===== src/sv/jdt_pkg.sv =====
// Package: sizes, operation and status codes, state encoding for the job dispatch table.
package jdt_pkg;

   localparam int JobSlots    = 16;
   localparam int BatchSlots  = 8;
   localparam int ThreadBits  = 8;
   localparam int JobIdxBits  = $clog2(JobSlots);
   localparam int BatIdxBits  = $clog2(BatchSlots);
   localparam int JobCntBits  = $clog2(JobSlots + 1);
   localparam int BatCntBits  = $clog2(BatchSlots + 1);
   localparam int AffBits     = ThreadBits + 1;
   localparam logic [AffBits-1:0] AffNone = '1;

   typedef enum logic [2:0] {
      OP_ADD     = 3'd0,
      OP_NEXT    = 3'd1,
      OP_CLEAR   = 3'd2,
      OP_BLOCK   = 3'd3,
      OP_UNBLOCK = 3'd4
   } op_type;

   typedef enum logic [1:0] {
      ST_OK        = 2'd0,
      ST_NONE      = 2'd1,
      ST_JOB_FULL  = 2'd2,
      ST_BAT_FULL  = 2'd3
   } status_type;

   typedef enum logic [4:0] {
      S_IDLE  = 5'b00001,
      S_JSCAN = 5'b00010,
      S_BSCAN = 5'b00100,
      S_APPLY = 5'b01000,
      S_DONE  = 5'b10000
   } state_type;

   typedef struct packed {
      logic [2:0]  operation;
      logic [7:0]  worker_id;
      logic        keep_on_thread;
      logic [63:0] job_function;
      logic [63:0] job_argument;
      logic        last_of_batch;
      logic [31:0] target_id;
      logic [2:0]  counter_slot;
   } req_type;

   typedef struct packed {
      logic [31:0] returned_id;
      logic [63:0] out_function;
      logic [63:0] out_argument;
      logic        thread_locked;
      logic [2:0]  slot_handle;
      logic [1:0]  status;
      logic [3:0]  batches_in_use;
      logic [4:0]  jobs_in_use;
      logic        has_work;
   } rsp_type;

endpackage


===== src/sv/jdt_if.sv =====
// Interfaces: request and response valid/ready channels.
interface jdt_req_if;
   logic             valid;
   logic             ready;
   jdt_pkg::req_type payload;
   modport source (output valid, output payload, input ready);
   modport sink   (input valid, input payload, output ready);
endinterface

interface jdt_rsp_if;
   logic             valid;
   logic             ready;
   jdt_pkg::rsp_type payload;
   modport source (output valid, output payload, input ready);
   modport sink   (input valid, input payload, output ready);
endinterface


===== src/sv/job_dispatch_table.sv =====
// Top level: job table with batch tracking, one slot examined per cycle.
// Each request is handled by a sequencer that walks the job slots one per
// cycle and then the batch slots one per cycle, with a single compare/age
// unit, followed by an update state and a count state that raises the
// response beat; the next request is taken only once rsp.ready has taken
// that response, so rsp.ready held low stalls the table. req.ready is high
// only while idle; the response register holds until rsp.ready takes it.
module job_dispatch_table (
   input  logic          clock,
   input  logic          reset,
   jdt_req_if.sink       req,
   jdt_rsp_if.source     rsp
);

   localparam int JB = jdt_pkg::JobIdxBits;
   localparam int BB = jdt_pkg::BatIdxBits;

   logic [31:0]               job_id_mem  [jdt_pkg::JobSlots];
   logic [63:0]               fn_mem      [jdt_pkg::JobSlots];
   logic [63:0]               arg_mem     [jdt_pkg::JobSlots];
   logic [jdt_pkg::AffBits-1:0] aff_mem   [jdt_pkg::JobSlots];
   logic [31:0]               owner_mem   [jdt_pkg::JobSlots];
   logic [jdt_pkg::JobSlots-1:0] busy_ff, valid_ff;
   logic [31:0]               bid_mem     [jdt_pkg::BatchSlots];
   logic [4:0]                brem_ff     [jdt_pkg::BatchSlots];
   logic [jdt_pkg::BatchSlots-1:0] bblk_ff, blive_ff;
   logic [31:0]               next_job_ff, next_bat_ff;
   logic                      open_ff;
   logic [BB-1:0]             open_idx_ff;
   logic [jdt_pkg::JobCntBits-1:0] njobs_ff;
   logic [jdt_pkg::BatCntBits-1:0] nbats_ff;

   jdt_pkg::state_type        state_ff;
   jdt_pkg::req_type          r_ff;
   logic [JB:0]               jcnt_ff;
   logic [BB:0]               bcnt_ff;
   logic                      jfound_ff, bfound_ff;
   logic [JB-1:0]             jsel_ff;
   logic [BB-1:0]             bsel_ff;
   logic [31:0]               best_age_ff;
   jdt_pkg::rsp_type          rsp_ff;
   logic                      rsp_valid_ff;

   logic [JB-1:0]             ji;
   logic [BB-1:0]             bi;
   logic [31:0]               bkey;
   logic                      jhit, bhit;
   logic [31:0]               age;
   logic [jdt_pkg::ThreadBits-1:0] thr;

   assign ji  = jcnt_ff[JB-1:0];
   assign bi  = bcnt_ff[BB-1:0];
   assign thr = r_ff.worker_id[jdt_pkg::ThreadBits-1:0];
   assign age = next_job_ff - job_id_mem[ji];
   assign bkey = (r_ff.operation == jdt_pkg::OP_CLEAR) ? owner_mem[jsel_ff] : r_ff.target_id;

   always_comb begin
      jhit = 1'b0;
      case (r_ff.operation)
         jdt_pkg::OP_ADD:   jhit = !valid_ff[ji];
         jdt_pkg::OP_NEXT:  jhit = valid_ff[ji] && !busy_ff[ji] &&
                                  (aff_mem[ji] == jdt_pkg::AffNone ||
                                   aff_mem[ji] == {1'b0, thr}) &&
                                  (!jfound_ff || age > best_age_ff);
         jdt_pkg::OP_CLEAR: jhit = valid_ff[ji] && job_id_mem[ji] == r_ff.target_id;
         default:           jhit = 1'b0;
      endcase
      if (r_ff.operation == jdt_pkg::OP_ADD)
         bhit = !blive_ff[bi];
      else
         bhit = blive_ff[bi] && bid_mem[bi] == bkey;
   end

   assign req.ready = (state_ff == jdt_pkg::S_IDLE) && !reset;
   assign rsp.valid = rsp_valid_ff;
   assign rsp.payload = rsp_ff;

   // apply stage helpers
   logic [BB-1:0]    ob;
   logic [BB-1:0]    ub;
   logic [4:0]       rem_dec;
   logic             add_ok, unb_ok, clr_retire, unb_retire;
   jdt_pkg::rsp_type rsp_in;

   assign ub = r_ff.counter_slot[BB-1:0];
   assign ob = open_ff ? open_idx_ff : bsel_ff;
   assign rem_dec = brem_ff[bsel_ff] - 5'd1;
   assign add_ok = jfound_ff && (open_ff || bfound_ff);
   assign unb_ok = (32'(r_ff.counter_slot) < 32'(jdt_pkg::BatchSlots)) && blive_ff[ub];
   assign clr_retire = bfound_ff && rem_dec == 5'd0 && !bblk_ff[bsel_ff] &&
                       !(open_ff && open_idx_ff == bsel_ff);
   assign unb_retire = brem_ff[ub] == 5'd0 && !(open_ff && open_idx_ff == ub);

   always_comb begin
      rsp_in        = '0;
      rsp_in.status = jdt_pkg::ST_NONE;
      case (r_ff.operation)
         jdt_pkg::OP_ADD: begin
            if (!jfound_ff)
               rsp_in.status = jdt_pkg::ST_JOB_FULL;
            else if (!add_ok)
               rsp_in.status = jdt_pkg::ST_BAT_FULL;
            else begin
               rsp_in.returned_id = open_ff ? bid_mem[ob] : next_bat_ff + 32'd1;
               rsp_in.status      = jdt_pkg::ST_OK;
            end
         end
         jdt_pkg::OP_NEXT: begin
            if (jfound_ff) begin
               rsp_in.returned_id   = job_id_mem[jsel_ff];
               rsp_in.out_function  = fn_mem[jsel_ff];
               rsp_in.out_argument  = arg_mem[jsel_ff];
               rsp_in.thread_locked = aff_mem[jsel_ff] != jdt_pkg::AffNone;
               rsp_in.status        = jdt_pkg::ST_OK;
            end
         end
         jdt_pkg::OP_CLEAR: begin
            if (jfound_ff) begin
               rsp_in.status = jdt_pkg::ST_OK;
               if (clr_retire)
                  rsp_in.returned_id = bid_mem[bsel_ff];
            end
         end
         jdt_pkg::OP_BLOCK: begin
            if (bfound_ff) begin
               rsp_in.slot_handle = 3'(bsel_ff);
               rsp_in.status      = jdt_pkg::ST_OK;
            end
         end
         jdt_pkg::OP_UNBLOCK: begin
            if (unb_ok) begin
               rsp_in.status = jdt_pkg::ST_OK;
               if (unb_retire)
                  rsp_in.returned_id = bid_mem[ub];
            end
         end
         default: ;
      endcase
   end

   always_ff @(posedge clock) begin
      if (reset) begin
         state_ff     <= jdt_pkg::S_IDLE;
         busy_ff      <= '0;
         valid_ff     <= '0;
         bblk_ff      <= '0;
         blive_ff     <= '0;
         next_job_ff  <= '0;
         next_bat_ff  <= '0;
         open_ff      <= 1'b0;
         open_idx_ff  <= '0;
         njobs_ff     <= '0;
         nbats_ff     <= '0;
         rsp_valid_ff <= 1'b0;
         for (int k = 0; k < jdt_pkg::BatchSlots; k++) brem_ff[k] <= '0;
      end else begin
         case (state_ff)
            jdt_pkg::S_IDLE: begin
               if (req.valid) begin
                  r_ff        <= req.payload;
                  jcnt_ff     <= '0;
                  bcnt_ff     <= '0;
                  jfound_ff   <= 1'b0;
                  bfound_ff   <= 1'b0;
                  best_age_ff <= '0;
                  state_ff    <= jdt_pkg::S_JSCAN;
               end
            end
            jdt_pkg::S_JSCAN: begin
               if (jhit && !(jfound_ff && r_ff.operation != jdt_pkg::OP_NEXT)) begin
                  jfound_ff   <= 1'b1;
                  jsel_ff     <= ji;
                  best_age_ff <= age;
               end
               if (jcnt_ff == (JB+1)'(jdt_pkg::JobSlots - 1))
                  state_ff <= jdt_pkg::S_BSCAN;
               jcnt_ff <= jcnt_ff + 1'b1;
            end
            jdt_pkg::S_BSCAN: begin
               if (bhit && !bfound_ff) begin
                  bfound_ff <= 1'b1;
                  bsel_ff   <= bi;
               end
               if (bcnt_ff == (BB+1)'(jdt_pkg::BatchSlots - 1))
                  state_ff <= jdt_pkg::S_APPLY;
               bcnt_ff <= bcnt_ff + 1'b1;
            end
            jdt_pkg::S_APPLY: begin
               rsp_ff   <= rsp_in;
               state_ff <= jdt_pkg::S_DONE;
               case (r_ff.operation)
                  jdt_pkg::OP_ADD: begin
                     if (add_ok) begin
                        if (!open_ff) begin
                           bid_mem[bsel_ff] <= next_bat_ff + 32'd1;
                           bblk_ff[bsel_ff] <= 1'b0;
                           blive_ff[bsel_ff] <= 1'b1;
                           next_bat_ff <= next_bat_ff + 32'd1;
                           nbats_ff <= nbats_ff + 1'b1;
                           open_idx_ff <= bsel_ff;
                           brem_ff[bsel_ff] <= 5'd1;
                           owner_mem[jsel_ff] <= next_bat_ff + 32'd1;
                        end else begin
                           brem_ff[ob] <= brem_ff[ob] + 5'd1;
                           owner_mem[jsel_ff] <= bid_mem[ob];
                        end
                        open_ff <= !r_ff.last_of_batch;
                        next_job_ff <= next_job_ff + 32'd1;
                        job_id_mem[jsel_ff] <= next_job_ff + 32'd1;
                        fn_mem[jsel_ff]  <= r_ff.job_function;
                        arg_mem[jsel_ff] <= r_ff.job_argument;
                        aff_mem[jsel_ff] <= r_ff.keep_on_thread ? {1'b0, thr}
                                                                : jdt_pkg::AffNone;
                        busy_ff[jsel_ff]  <= 1'b0;
                        valid_ff[jsel_ff] <= 1'b1;
                        njobs_ff <= njobs_ff + 1'b1;
                     end
                  end
                  jdt_pkg::OP_NEXT: begin
                     if (jfound_ff)
                        busy_ff[jsel_ff] <= 1'b1;
                  end
                  jdt_pkg::OP_CLEAR: begin
                     if (jfound_ff) begin
                        valid_ff[jsel_ff] <= 1'b0;
                        busy_ff[jsel_ff]  <= 1'b0;
                        njobs_ff <= njobs_ff - 1'b1;
                        if (bfound_ff)
                           brem_ff[bsel_ff] <= rem_dec;
                        if (clr_retire) begin
                           blive_ff[bsel_ff] <= 1'b0;
                           nbats_ff <= nbats_ff - 1'b1;
                        end
                     end
                  end
                  jdt_pkg::OP_BLOCK: begin
                     if (bfound_ff)
                        bblk_ff[bsel_ff] <= 1'b1;
                  end
                  jdt_pkg::OP_UNBLOCK: begin
                     if (unb_ok) begin
                        bblk_ff[ub] <= 1'b0;
                        if (unb_retire) begin
                           blive_ff[ub] <= 1'b0;
                           nbats_ff <= nbats_ff - 1'b1;
                        end
                     end
                  end
                  default: ;
               endcase
            end
            jdt_pkg::S_DONE: begin
               if (!rsp_valid_ff) begin
                  rsp_ff.batches_in_use <= 4'(nbats_ff);
                  rsp_ff.jobs_in_use    <= 5'(njobs_ff);
                  rsp_ff.has_work       <= (nbats_ff != '0) || (njobs_ff != '0);
                  rsp_valid_ff <= 1'b1;
               end else if (rsp.ready) begin
                  rsp_valid_ff <= 1'b0;
                  state_ff <= jdt_pkg::S_IDLE;
               end
            end
            default: state_ff <= jdt_pkg::S_IDLE;
         endcase
      end
   end

endmodule

===== src/flat_wrapper.sv =====
// flat-port wrapper written by rule: the top's interface ports become plain ports
module job_dispatch_table_flat 
  (clock, reset, req_valid, req_payload, req_ready, rsp_valid, rsp_payload, rsp_ready);
  jdt_req_if req_i ();
  jdt_rsp_if rsp_i ();
  input  logic clock;
  input  logic reset;
  input wire logic [$bits(req_i.valid)-1:0] req_valid;
  input wire logic [$bits(req_i.payload)-1:0] req_payload;
  output wire logic [$bits(req_i.ready)-1:0] req_ready;
  output wire logic [$bits(rsp_i.valid)-1:0] rsp_valid;
  output wire logic [$bits(rsp_i.payload)-1:0] rsp_payload;
  input wire logic [$bits(rsp_i.ready)-1:0] rsp_ready;
  assign req_i.valid = req_valid;
  assign req_i.payload = req_payload;
  assign req_ready = req_i.ready;
  assign rsp_valid = rsp_i.valid;
  assign rsp_payload = rsp_i.payload;
  assign rsp_i.ready = rsp_ready;
  job_dispatch_table u_core (.clock(clock), .reset(reset), .req(req_i), .rsp(rsp_i));
endmodule

===== config.mk =====
export PLATFORM = sky130hd
export DESIGN_NAME = job_dispatch_table_flat
export DESIGN_NICKNAME = d
export VERILOG_FILES = /design/src/sv/jdt_pkg.sv /design/src/sv/jdt_if.sv /design/src/sv/job_dispatch_table.sv /design/src/flat_wrapper.sv
export SDC_FILE = /design/constraint.sdc
export NUM_CORES = 2
export LEC_CHECK = 0
export BUFFER_PORTS_ARGS = -buffer_cell sky130_fd_sc_hd__buf_2
export CAP_MARGIN = 20
export CORE_MARGIN = 8
export CORE_UTILIZATION = 45
export CTS_CLUSTER_DIAMETER = 150
export DETAILED_ROUTE_END_ITERATION = 10
export SLEW_MARGIN = 20
export SYNTH_ARGS = -nofsm -noshare
export SYNTH_HDL_FRONTEND = slang
export SYNTH_SLANG_ARGS = --single-unit

===== constraint.sdc =====
create_clock -name clock -period 33.5 [get_ports clock]
set_clock_uncertainty 0.2 [all_clocks]
set_input_delay 1.675 -clock clock [delete_from_list [all_inputs] [get_ports clock]]
set_output_delay 1.675 -clock clock [all_outputs]
set_load 0.1 [all_outputs]

==> impl_metrics.py <==
metrics = {
    "outcome": {
        "status": "finished, final reports clean",
    },
    "global_route": {
        "antenna_found_initial": 45,
        "grt_pass1_vias": 90300,
        "grt_max_degree": 161,
        "grt_util_all_layers": 0.226,
        "grt_pass1_wl_um": 654000,
        "overflow": 0,
    },
    "synthesis": {
        "yosysWarnings": 0,
        "yosys.area.top_type": "edfxtp_1",
        "avgSynthCellArea_um2": 20.2,
        "synth_enable_flop_cells": 3914,
        "ys_types": 80,
        "async_flop_share": 0,
        "synthTopCellsByCount": "edfxtp_1, mux4_2, nor2_1, clkbuf_1, nand2_1",
        "yosysMostFrequentCell": "edfxtp_1",
        "synth_area_mm2": 0.169,
        "synth_ff_type": "edfxtp_1",
        "ys_seq_elements": 4062,
        "syn-instance-count": 8352,
        "synth_seq_area_share": 0.713,
        "synth.area.top_cells": "edfxtp_1, mux4_2, dfxtp_1",
        "synth_top_area_share": 0.695,
        "synth_nets": 8611,
    },
    "place": {
        "hpwl_um": 253000,
        "io_buffers": 357,
        "gp_congestion": 0.865,
        "place_ws_ns": 24.70,
        "dp.cells": 13400,
    },
    "layout": {
        "stdcell_count": 14200,
        "drive_above_1_share": 0.295,
        "nets": 9116,
        "area_delta_synth_final_pct": 13.2,
        "fill_cells": 29800,
    },
    "sta": {
        "timing.final.ws_setup_ns": 24.52,
        "slew-limit-headroom": 0.229,
        "period_share": 0.268,
        "holdWs_ns": 0.244,
        "rsz0062_at_grt": "no",
        "finalHoldViolations": 0,
        "final.setup.tns_ns": 0,
        "min_period_ns": 8.98,
        "report.final.setup_viol": 0,
        "max_freq_mhz": 111,
        "worstMarginPinSlew_ns": 1.15,
        "maxSlewViolCount": 0,
    },
    "route": {
        "detail_route.iter0.violations": 9721,
        "vias_per_cell": 6.15,
        "ant_nets": 0,
        "routedWlPerCell_um": 32.2,
        "wl_um": 458000,
        "drc": 0,
        "drt-pass1-iter-count": 6,
        "vias": 87400,
    },
    "hold_path": {
        "hold_class": "reg2reg",
        "worstHoldPathCells": 1,
    },
    "setup_path": {
        "crit_path_end_kind": "flop",
        "cp_slowest_cell": "buf_4",
        "critical_path_required_ns": 33.89,
        "max_stage_delay_ns": 0.78,
        "ff2ff_path_depth": 25,
        "criticalPathCategory": "reg2reg",
        "critPathMostFrequentCell": "buf_4",
        "cp-start-kind": "flop",
        "crit_fanout": 53,
        "worstPathArrival_ns": 9.37,
    },
    "power_and_ir_drop": {
        "p_seq_frac": 0.530,
        "p_leak_nw": 61.3,
        "power.density_mw_per_mm2": 55.5,
        "clock_power_share": 0.436,
        "power_mw": 10.6,
        "combPwrFrac": 0.034,
        "ir_drop_mv": 0.0505,
        "switching_share": 0.211,
        "internal-power_mw": 8.38,
        "power.switching_mw": 2.25,
    },
    "clock_network": {
        "hold_buffers": 0,
        "cts_tree": "built",
        "root_buffer": "clkbuf_16",
        "clkTransAtPathRegs_ns": 0.06,
        "cts_sinks": 4062,
        "clock_latency_ns": 0.97,
        "numCtsBuffers": 420,
        "cts_resized": 0,
        "clockBufferDepth": 4,
        "htree_num_levels": 5,
        "cts_setup_buffers": 0,
    },
    "floorplan": {
        "dieArea_mm2": 0.396,
        "die_x_um": 629,
        "initial_core_util": 0.451,
        "design.core.area_mm2": 0.375,
        "io_pins": 358,
        "die_h_um": 629,
        "core.rowCount": 225,
    },
    "run": {
        "cap_viol_max_count": 0,
    },
}
area by class of cell:
| cell class | instances | area [µm²] | share of cell area |
|---|---|---|---|
| Tap cell | 4994 | 6250 | 0.0326 |
| Multi-Input combinational cell | 3728 | 47000 | 0.245 |
| Timing Repair Buffer | 565 | 3620 | 0.0189 |
| Sequential cell | 4062 | 121000 | 0.630 |
| Clock inverter | 248 | 2640 | 0.0138 |
| Clock buffer | 527 | 11000 | 0.0577 |
| Inverter | 80 | 315 | 0.00165 |
| Antenna cell | 10 | 25.0 | 0.000131 |
through the flow:
stage          area (µm²)  utilization
2_1_floorplan      169000            -
3_3_place_gp       177000        0.473
3_5_place_dp       177000        0.473
4_1_cts            191000        0.510
5_1_grt            191000        0.510
6_report           191000        0.510
state kept, by name (all words and copies together) (netlist names), 32 cells and up, named ones only:
register / flops
u_core.brem_ff: 40
u_core.rsp.payload: 176
u_core.fn_mem: 1024
u_core.next_job_ff: 32
u_core.aff_mem: 144
u_core.arg_mem: 1024
u_core.r_ff: 165
u_core.owner_mem: 512
u_core.job_id_mem: 512
u_core.best_age_ff: 32
u_core.bid_mem: 256
u_core.next_bat_ff: 32
kinds of logic (layout without fill, tap and decap cells):
logic type,Yosys count,in the layout,synth area share
simple gates,1197,1197,0.0345
fa+ha+maj,79,79,0.00598
mux,1663,1663,0.202
flops,4062,4062,0.713
compound gates,579,579,0.0211
other cells,0,10,0
buf+inv,562,1420,0.0134
xor+xnor,210,210,0.0109
final timing paths:
check / from / end / slack, ns
min reg2reg: u_core.r_ff[35] / u_core.open_ff / 0.24
max reg2reg: flop / u_core.best_age_ff[1] / 24.52
max: flop / u_core.best_age_ff[1] / 24.52
min: u_core.r_ff[35] / u_core.open_ff / 0.24
cells in the final DEF (no fill, tap or decap), types with 14 or more instances in the layout:
cell type | synthesis | final
xnor2_1 | 116 | 99
mux2i_1 | 236 | 235
a21o_1 | 39 | 39
nand2_1 | 268 | 267
o221ai_1 | 20 | 20
nor2_4 | 0 | 41
a211oi_1 | 30 | 30
and3_1 | 26 | 26
mux4_2 | 1389 | 1389
edfxtp_1 | 3914 | 3914
ha_1 | 76 | 76
buf_4 | 12 | 187
nand3_1 | 73 | 73
nand2b_1 | 31 | 31
buf_12 | 0 | 18
clkinv_2 | 0 | 74
nor3_1 | 43 | 43
inv_1 | 78 | 76
mux2_2 | 34 | 32
nand4_1 | 68 | 68
clkinv_1 | 2 | 89
o22ai_1 | 38 | 38
dfxtp_1 | 148 | 132
or3_1 | 34 | 33
xnor2_2 | 0 | 17
xor2_1 | 94 | 85
and2_1 | 44 | 44
bufinv_16 | 0 | 42
buf_2 | 80 | 356
a31oi_1 | 45 | 45
nor2b_1 | 146 | 145
a21oi_1 | 164 | 154
clkbuf_16 | 0 | 423
clkbuf_1 | 295 | 97
o21ai_0 | 155 | 155
nor2_1 | 387 | 345
or2_2 | 14 | 14
worst max-delay path, delay by kind of cell, from the launching register on:
kind	cells	cell delay, ns
AND/OR/NAND/NOR	8	1.53
buffers and inverters	3	1.90
AO/OA/AOI/OAI	8	2.57
XOR/XNOR	1	0.12
flip-flops	1	0.55
multiplexers	3	0.84
adder cells (fa/ha/maj)	2	0.71
power by group through the flow:
| stage | clock, mW | sequential (mW) | combinational, mW |
|---|---|---|---|
| floorplan | 0 | 5.69 | 0.254 |
| global placement | 0 | 5.73 | 0.357 |
| detailed placement | 0 | 5.73 | 0.360 |
| CTS | 4.73 | 5.63 | 0.362 |
| global route | 4.92 | 5.63 | 0.383 |
| finish | 4.64 | 5.63 | 0.361 |
routing by layer:
metal	track usage	vias up	wire, µm
li1	-	35800	-
met1	0.308	47000	183000
met2	0.371	3798	223000
met3	0.0455	791	37100
met4	0.0701	24	15300
met5	0	-	161
No activity file was read; power rests on OpenSTA's default activity.
